File: config.mk
export PLATFORM = sky130hd
export DESIGN_NAME = life_row_generation_step_top
export DESIGN_NICKNAME = d
export VERILOG_FILES = /design/src/hdl/lfe_pkg.sv /design/src/hdl/lfe_cell.sv /design/src/hdl/lfe_rsp_queue.sv /design/src/hdl/life_row_generation_step_top.sv
export SDC_FILE = /design/constraint.sdc
export NUM_CORES = 2
export LEC_CHECK = 0
export BUFFER_PORTS_ARGS = -buffer_cell sky130_fd_sc_hd__buf_2
export CORE_MARGIN = 2
export CORE_UTILIZATION = 58
export DETAILED_ROUTE_END_ITERATION = 7
export PLACE_DENSITY = 0.76
export SETUP_SLACK_MARGIN = 0.4
export SKIP_LAST_GASP = 1
export SLEW_MARGIN = 30
export SYNTH_ARGS = -nofsm -noshare
export SYNTH_HDL_FRONTEND = slang
export SYNTH_SLANG_ARGS = --single-unit
File: constraint.sdc
create_clock -name clock -period 5.7 [get_ports clock]
set_input_delay 0 -clock clock [delete_from_list [all_inputs] [get_ports clock]]
set_output_delay 0 -clock clock [all_outputs]
set_load 0.05 [all_outputs]
File: src/hdl/lfe_pkg.sv
// Shared types, constants and the B3/S23 cell rule for the Game of Life row stepper.
// Used by lfe_cell, lfe_rsp_queue and life_row_generation_step_top; depends on nothing.
`default_nettype none

package lfe_pkg;

   localparam int ROW_BITS    = 64;   // bits in one row field
   localparam int WIDTH_BITS  = 7;    // bits of the row width register
   localparam int QUEUE_DEPTH = 4;    // result queue entries
   localparam int QPTR_BITS   = $clog2(QUEUE_DEPTH);
   localparam int QCNT_BITS   = $clog2(QUEUE_DEPTH + 1);

   localparam logic [WIDTH_BITS-1:0] WIDTH_RESET   = 7'd64;
   localparam logic [3:0]            BIRTH_COUNT   = 4'd3;
   localparam logic [3:0]            SURVIVE_COUNT = 4'd2;

   typedef struct packed {
      logic [ROW_BITS-1:0] row_cells;
      logic                last_row;
   } req_type;

   typedef struct packed {
      logic [ROW_BITS-1:0] next_row;
      logic                is_last;
   } rsp_type;

   // Bits one column shows to its neighbors, already masked by the row width.
   typedef struct packed {
      logic above;
      logic pending;
      logic incoming;
   } nbr_type;

   // Next state of one cell from its own state and its eight neighbors.
   function automatic logic life_rule(input logic alive, input logic [7:0] nbrs);
      logic [3:0] n;
      n = '0;
      for (int i = 0; i < 8; i++) begin
         n = n + 4'(nbrs[i]);
      end
      return (n == BIRTH_COUNT) || (alive && (n == SURVIVE_COUNT));
   endfunction

endpackage

`default_nettype wire

File: src/hdl/lfe_cell.sv
// One column of the row stepper: holds the column's bit of the row above and the pending row.
// Depends on lfe_pkg for the neighbor struct and the cell rule.
`default_nettype none

module lfe_cell (
   input  wire logic             clock,
   input  wire logic             col_en,
   input  wire logic             pend_valid,
   input  wire logic             load,
   input  wire logic             row_bit,
   input  wire lfe_pkg::nbr_type left_nbr,
   input  wire lfe_pkg::nbr_type right_nbr,
   output lfe_pkg::nbr_type      own_bits,
   output logic                  gen_next,
   output logic                  gen_last
);

   logic above_ff, above_in;
   logic pending_ff, pending_in;

   assign own_bits.above    = above_ff & col_en;
   assign own_bits.pending  = pending_ff & col_en;
   assign own_bits.incoming = row_bit & col_en;

   // Next state of the pending row, with the incoming row below it.
   assign gen_next = col_en & lfe_pkg::life_rule(own_bits.pending,
      {left_nbr.above, own_bits.above, right_nbr.above,
       left_nbr.pending, right_nbr.pending,
       left_nbr.incoming, own_bits.incoming, right_nbr.incoming});

   // Next state of the incoming row when it closes the grid: nothing below it.
   assign gen_last = col_en & lfe_pkg::life_rule(own_bits.incoming,
      {pend_valid & left_nbr.pending, pend_valid & own_bits.pending,
       pend_valid & right_nbr.pending,
       left_nbr.incoming, right_nbr.incoming, 3'b000});

   // The pending row moves up; with no pending row the row above is dead.
   assign above_in   = pend_valid & own_bits.pending;
   assign pending_in = own_bits.incoming;

   always_ff @(posedge clock) begin
      if (load) begin
         above_ff   <= above_in;
         pending_ff <= pending_in;
      end
   end

endmodule

`default_nettype wire

File: src/hdl/lfe_rsp_queue.sv
// Small result queue that takes up to two results per cycle and returns one per cycle while rsp_ready is high.
// Depends on lfe_pkg for the result struct and queue sizing.
`default_nettype none

module lfe_rsp_queue (
   input  wire logic             clock,
   input  wire logic             reset,
   input  wire logic             push_a,
   input  wire lfe_pkg::rsp_type data_a,
   input  wire logic             push_b,
   input  wire lfe_pkg::rsp_type data_b,
   output logic                  room_two,
   output logic                  rsp_valid,
   input  wire logic             rsp_ready,
   output lfe_pkg::rsp_type      rsp_payload
);

   lfe_pkg::rsp_type entry_ff [lfe_pkg::QUEUE_DEPTH];

   logic [lfe_pkg::QPTR_BITS-1:0] wr_ptr_ff, wr_ptr_in;
   logic [lfe_pkg::QPTR_BITS-1:0] rd_ptr_ff, rd_ptr_in;
   logic [lfe_pkg::QCNT_BITS-1:0] count_ff, count_in;
   logic [lfe_pkg::QPTR_BITS-1:0] wr_ptr_b;
   logic                          pop;

   assign pop         = rsp_valid & rsp_ready;
   assign rsp_valid   = (count_ff != '0);
   assign rsp_payload = entry_ff[rd_ptr_ff];
   assign room_two    = (count_ff <= lfe_pkg::QCNT_BITS'(lfe_pkg::QUEUE_DEPTH - 2));

   // The second result goes behind the first when both are pushed.
   assign wr_ptr_b  = push_a ? wr_ptr_ff + 1'b1 : wr_ptr_ff;
   assign wr_ptr_in = wr_ptr_ff + lfe_pkg::QPTR_BITS'(push_a) + lfe_pkg::QPTR_BITS'(push_b);
   assign rd_ptr_in = rd_ptr_ff + lfe_pkg::QPTR_BITS'(pop);
   assign count_in  = count_ff + lfe_pkg::QCNT_BITS'(push_a) + lfe_pkg::QCNT_BITS'(push_b)
                      - lfe_pkg::QCNT_BITS'(pop);

   always_ff @(posedge clock) begin
      if (push_a) begin
         entry_ff[wr_ptr_ff] <= data_a;
      end
      if (push_b) begin
         entry_ff[wr_ptr_b] <= data_b;
      end
   end

   always_ff @(posedge clock) begin
      if (reset) begin
         wr_ptr_ff <= '0;
         rd_ptr_ff <= '0;
         count_ff  <= '0;
      end else begin
         wr_ptr_ff <= wr_ptr_in;
         rd_ptr_ff <= rd_ptr_in;
         count_ff  <= count_in;
      end
   end

endmodule

`default_nettype wire

File: src/hdl/life_row_generation_step_top.sv
// Top level of the streaming Game of Life (B3/S23) row stepper.
// Depends on lfe_pkg, lfe_cell and lfe_rsp_queue.
//
// Usage:
//   The grid enters one row per transfer on the req_ channel (req_payload.row_cells,
//   bit j is column j, and req_payload.last_row on the final row). Each row after the
//   first releases the next generation of the row before it on the rsp_ channel. A row
//   marked last also releases its own next generation, flagged is_last, and the block
//   then starts afresh for the next grid. Cells outside the grid count as dead.
//   The csr_ channel writes row_width (columns in use); columns at or above it are dead
//   and read as zero. Write it only while no rows are in flight.
// Timing:
//   A result enters the result queue at the transfer of the row that releases it. Rows
//   are taken one per cycle while that queue has room for two results; a row that
//   releases two results offers both in turn. The rate is set by the four-entry
//   result queue and by the single result per cycle at rsp_.
// Reset and stalls:
//   Synchronous reset empties the queue, drops any pending row and sets row_width to 64;
//   req_ready and csr_ready stay low while reset is high. When the receiver stalls,
//   results wait in the queue and req_ready falls once fewer than two entries are free.
// The cell row is a chain of ROW_CELLS column cells, each exchanging its bits of the row
// above, the pending row and the incoming row with its neighbors every cycle.
`default_nettype none

module life_row_generation_step_top #(
   parameter int ROW_CELLS = 64
) (
   input  wire logic                                clock,
   input  wire logic                                reset,
   input  wire logic                                req_valid,
   output logic                                     req_ready,
   input  wire lfe_pkg::req_type                    req_payload,
   output logic                                     rsp_valid,
   input  wire logic                                rsp_ready,
   output lfe_pkg::rsp_type                         rsp_payload,
   input  wire logic                                csr_valid,
   output logic                                     csr_ready,
   input  wire logic [lfe_pkg::WIDTH_BITS-1:0]      csr_data
);

   logic [lfe_pkg::WIDTH_BITS-1:0] row_width_ff, row_width_in;
   logic                           pend_valid_ff, pend_valid_in;
   logic                           load;
   logic                           room_two;

   lfe_pkg::nbr_type           own_w [ROW_CELLS];
   logic [lfe_pkg::ROW_BITS-1:0] gen_next_w;
   logic [lfe_pkg::ROW_BITS-1:0] gen_last_w;

   lfe_pkg::rsp_type res_next;
   lfe_pkg::rsp_type res_last;
   lfe_pkg::rsp_type data_a;
   logic             push_a;
   logic             push_b;

   // The register port takes a write in every cycle outside reset.
   assign csr_ready    = ~reset;
   assign row_width_in = (csr_valid & csr_ready) ? csr_data : row_width_ff;

   // A row is taken only when both of its possible results fit in the queue.
   assign req_ready = room_two & ~reset;
   assign load      = req_valid & req_ready;

   // After a last row there is no pending row; otherwise the new row is now pending.
   assign pend_valid_in = load ? ~req_payload.last_row : pend_valid_ff;

   always_ff @(posedge clock) begin
      if (reset) begin
         row_width_ff  <= lfe_pkg::WIDTH_RESET;
         pend_valid_ff <= 1'b0;
      end else begin
         row_width_ff  <= row_width_in;
         pend_valid_ff <= pend_valid_in;
      end
   end

   // Chain of column cells; columns past ROW_CELLS are always dead.
   for (genvar j = 0; j < lfe_pkg::ROW_BITS; j++) begin : g_col
      if (j < ROW_CELLS) begin : g_cell
         lfe_pkg::nbr_type left_nbr;
         lfe_pkg::nbr_type right_nbr;
         logic             col_en;

         // Column j is in use when it lies below the configured width.
         assign col_en = (row_width_ff > lfe_pkg::WIDTH_BITS'(j));

         if (j == 0) begin : g_left_edge
            assign left_nbr = '0;
         end else begin : g_left
            assign left_nbr = own_w[j-1];
         end

         if (j == ROW_CELLS - 1) begin : g_right_edge
            assign right_nbr = '0;
         end else begin : g_right
            assign right_nbr = own_w[j+1];
         end

         lfe_cell u_cell (
            .clock      (clock),
            .col_en     (col_en),
            .pend_valid (pend_valid_ff),
            .load       (load),
            .row_bit    (req_payload.row_cells[j]),
            .left_nbr   (left_nbr),
            .right_nbr  (right_nbr),
            .own_bits   (own_w[j]),
            .gen_next   (gen_next_w[j]),
            .gen_last   (gen_last_w[j])
         );
      end else begin : g_dead
         assign gen_next_w[j] = 1'b0;
         assign gen_last_w[j] = 1'b0;
      end
   end

   assign res_next.next_row = gen_next_w;
   assign res_next.is_last  = 1'b0;
   assign res_last.next_row = gen_last_w;
   assign res_last.is_last  = 1'b1;

   // The pending row's result comes first; a last row adds its own result behind it.
   assign push_a = load & (pend_valid_ff | req_payload.last_row);
   assign push_b = load & pend_valid_ff & req_payload.last_row;
   assign data_a = pend_valid_ff ? res_next : res_last;

   lfe_rsp_queue u_rsp_queue (
      .clock       (clock),
      .reset       (reset),
      .push_a      (push_a),
      .data_a      (data_a),
      .push_b      (push_b),
      .data_b      (res_last),
      .room_two    (room_two),
      .rsp_valid   (rsp_valid),
      .rsp_ready   (rsp_ready),
      .rsp_payload (rsp_payload)
   );

endmodule

`default_nettype wire

==> flow_summary.toml <==
[run_status]
outcome = "completed"

[setup_path]
cpMaxStageDelayCell = "sky130_fd_sc_hd__fa_1"
path_common_cell = "sky130_fd_sc_hd__fa_1"
timing.reg2reg.setup_slack_ps = 580
critPathKind = "reg2reg"
critPathRequiredTime_ps = 5990
startpoint_type = "flip-flop"
worstPathCellList = "buf_4, nor2_1, buf_4, o21ai_1, buf_4, nand2_2, nor2_1, a21oi_1, fa_1, fa_1, fa_1, fa_1, nor2b_1, a31oi_1, a2111oi_0, o21ai_0, o22ai_1"
critical-path-max-stage-delay_ps = 500
max_fo_critical_path = 15
crit_end_element = "flip-flop"
cp_data_arrival_time_ps = 5410

[sta]
slew_viol_final = 0
worst_margin_pin_slew_ps = 1060
timing.max_slew.rel_slack_pct = 29.1
finalHoldViolCount = 0
max_freq_ghz = 0.195
final.min_clock_period_ps = 5120
tns_ps = 0
layout_worst_path_cycle_share_pct = 89.8
finalSetupViolations = 0
rsz_0062_raised_after_global_routing = "no"
clock-skew-final_ps = 19.8

[logic_synthesis]
synth.lib_cells_used.distinct = 70
ys_seq_area_share_pct = 33.4
postSynthCellCount = 3383
syn-mean-instance-area_um2 = 10.5
synth_flop_cell = "sky130_fd_sc_hd__edfxtp_1"
postSynthNetCount = 4078
yosys_register_bits = 403
ys.warnings.count = 0
proportion_of_register_bits_with_asynchronous_set_or_reset_after_synthesis_pct = 0
number_of_synthesized_flops_with_an_enable_pin = 384
post_synth_instance_area_um2 = 35700

[global_route]
overflow = 0
global_route_wire_length_before_repair_um = 154000
antenna_found_initial = 5
maximum_number_of_pins_on_one_net_before_global_route_repair = 61
grt_util_all_layers_pct = 31.7
via_count_of_the_first_global_routing_pass = 27716

[power]
combPwrFrac_pct = 47.6
power_frac_clock_pct = 23.9
peakVddDrop_uv = 252
share_seq_of_total_power_pct = 28.5
total_power_mw = 12.9
power.share.switching_pct = 41.4
power_leakage_nw = 17.7
switchingPower_mw = 5.36
p_int_mw = 7.57
power_per_cell_area_nw_per_um2 = 325

[placed_design]
finalWeightedCongestion = 0.918
dp.cells = 4267
placedInstanceArea_um2 = 37500
dp_hpwl_um = 70900
port-buffer-count = 144

[layout]
post-route-cell-area_um2 = 39700
count_of_nets_after_finishing = 4290
regArea_um2 = 11900
utilization_pct = 65.6
multi_input_area_um2 = 20700
syn2layout_area_growth_pct = 11.3
most-common-layout-cells = "709 x sky130_fd_sc_hd__inv_1, 384 x sky130_fd_sc_hd__edfxtp_1, 380 x sky130_fd_sc_hd__fa_1"
instances_no_fill = 4414
mostFrequentLayoutCell = "sky130_fd_sc_hd__inv_1"
fillerInstances = 4656
layout-drive-gt1-share_pct = 11.0

[clock_tree]
cts_buffer_depth = 3
clock_tree.htree_level_count = 2
clkLatencyLatePin_ps = 600
tritoncts = "done"
tritoncts.num_buffers = 47
clkSinkCount = 403
postCtsSetupRepairBufs = 0
clk_pin_slew_ps = 60
clk_root_buffer_cell = "sky130_fd_sc_hd__clkbuf_16"

[die]
fp.dieArea_um2 = 63500
placeable_core_region_um2 = 60600
placementRows = 90
initial_core_util_pct = 58.9
chipHeight_um = 252
die_width_um = 252
top_level_ports = 145

[routing]
drt-vias-per-instance = 6.14
final_antenna_net_count = 0
detail_route.iter0.violations = 2555
detail_route.drc_violations = 0
detailroute.via_count = 27097
drt-pass1-iter-count = 6
detail_route.wirelength_um = 98900
route.detailed.wl_per_inst_um = 22.4

[worst_hold_path]
worstHoldPathType = "in2reg"

[job]
timing.max_cap.violations = 0
==> worst max-delay path: cells and delay by family (launching register included) <==
family                   cells  cell delay, ps
flip-flops                   1             420
AO/OA/AOI/OAI                6            1110
buffers and inverters        3             660
adder cells (fa/ha/maj)      4            1820
AND/OR/NAND/NOR              4             790
==> kinds of logic after synthesis <==
| kind of cell | Yosys count | synth area share [%] |
|---|---|---|
| AO/OA/AOI/OAI | 547 | 10.6 |
| XOR/XNOR | 82 | 2.01 |
| adder cells (fa/ha/maj) | 618 | 29.7 |
| buffers and inverters | 823 | 8.77 |
| flip-flops | 403 | 33.4 |
| multiplexers | 83 | 4.61 |
| AND/OR/NAND/NOR | 827 | 11.0 |
==> metal layers <==
layer / wire length (µm) / part of all wire (%) / global-route usage, % / vias up
li1: - / - / - / 11995
met1: 37800 / 38 / 42.8 / 13385
met2: 46300 / 47 / 51.1 / 1438
met3: 10600 / 11 / 6.24 / 269
met4: 4140 / 4.2 / 11.9 / 10
met5: 67 / 0.068 / 0 / -
==> synthesized netlist by cell type (12+ instances only) <==
cell type / number / area (µm²)
sky130_fd_sc_hd__a211oi_1: 21 / 158
sky130_fd_sc_hd__a21o_1: 17 / 128
sky130_fd_sc_hd__a21oi_1: 33 / 165
sky130_fd_sc_hd__a22o_1: 23 / 201
sky130_fd_sc_hd__a22oi_1: 12 / 90.1
sky130_fd_sc_hd__a31oi_1: 26 / 163
sky130_fd_sc_hd__a32o_1: 22 / 220
sky130_fd_sc_hd__and2_1: 22 / 138
sky130_fd_sc_hd__and3_1: 22 / 138
sky130_fd_sc_hd__buf_1: 13 / 48.8
sky130_fd_sc_hd__buf_2: 19 / 95.1
sky130_fd_sc_hd__clkbuf_1: 79 / 297
sky130_fd_sc_hd__dfxtp_1: 19 / 380
sky130_fd_sc_hd__edfxtp_1: 384 / 11500
sky130_fd_sc_hd__fa_1: 380 / 7610
sky130_fd_sc_hd__ha_1: 238 / 2980
sky130_fd_sc_hd__inv_1: 710 / 2670
sky130_fd_sc_hd__mux2i_1: 17 / 170
sky130_fd_sc_hd__mux4_2: 65 / 1460
sky130_fd_sc_hd__nand2_1: 285 / 1070
sky130_fd_sc_hd__nand2b_1: 33 / 206
sky130_fd_sc_hd__nand3_1: 97 / 485
sky130_fd_sc_hd__nor2_1: 216 / 811
sky130_fd_sc_hd__nor2b_1: 46 / 288
sky130_fd_sc_hd__nor3b_1: 16 / 120
sky130_fd_sc_hd__nor4_1: 12 / 75.1
sky130_fd_sc_hd__o2111ai_1: 31 / 272
sky130_fd_sc_hd__o211ai_1: 33 / 248
sky130_fd_sc_hd__o21ai_0: 56 / 280
sky130_fd_sc_hd__o21ai_1: 16 / 80.1
sky130_fd_sc_hd__o22ai_1: 188 / 1180
sky130_fd_sc_hd__or3_1: 30 / 188
sky130_fd_sc_hd__xnor2_1: 80 / 701
==> area by class of cell <==
cell class                 instances  share of cell area, %
tap                              782                   2.46
multi-input combinational       2157                   52.2
antenna                            1                0.00630
sequential                       403                   30.1
timing repair buffer             276                   4.72
clock inverter                    18                  0.567
inverter                         710                   6.71
clock buffer                      67                   3.26
==> worst paths after layout <==
check / from / end / cells after the start
hold / removal: req_payload[13] / g_col[12].g_cell.u_cell.pending_ff / 3
setup reg to reg: row_width_ff[5] / u_rsp_queue.entry_ff[2][24] / 17
setup / recovery: row_width_ff[5] / u_rsp_queue.entry_ff[2][24] / 17
hold reg to reg: u_rsp_queue.entry_ff[0][0] / u_rsp_queue.entry_ff[0][0] / 2
==> power by group through the flow <==
stage / Combinational (mW) / Clock, mW / Sequential, mW
finish: 6.16 / 3.09 / 3.68
global route: 6.92 / 3.21 / 3.70
CTS: 6.09 / 3.09 / 3.72
detailed placement: 6.00 / 0 / 3.78
global placement: 5.75 / 0 / 3.77
floorplan: 4.60 / 0 / 3.62
==> registers in the layout, indices dropped and copies added (netlist names) <==
register	cells
u_rsp_queue.entry_ff	260
g_col.g_cell.u_cell.pending_ff	64
u_rsp_queue.wr_ptr_ff	2
g_col.g_cell.u_cell.above_ff	64
pend_valid_ff	1
row_width_ff	7
u_rsp_queue.rd_ptr_ff	2
u_rsp_queue.count_ff	3
==> metrics by stage <==
stage / setup slack (ps) / hold slack (ps)
CTS: 407 / 2.76
finish: 580 / 13.6
detailed placement: 420 / 250
global route: 403 / 43.3
global placement: 521 / 242
floorplan: 983 / 71.6
==> repair_timing <==
| item | CTS | global route |
|---|---|---|
| hold buffers | 56 | 4 |
| pin swaps | 0 | 0 |
| gates resized for setup | 1 | 17 |
| setup endpoints to repair | 2 | 178 |
| endpoints found under the hold margin | 60 | 4 |
Power figures use the tool's default switching activity.
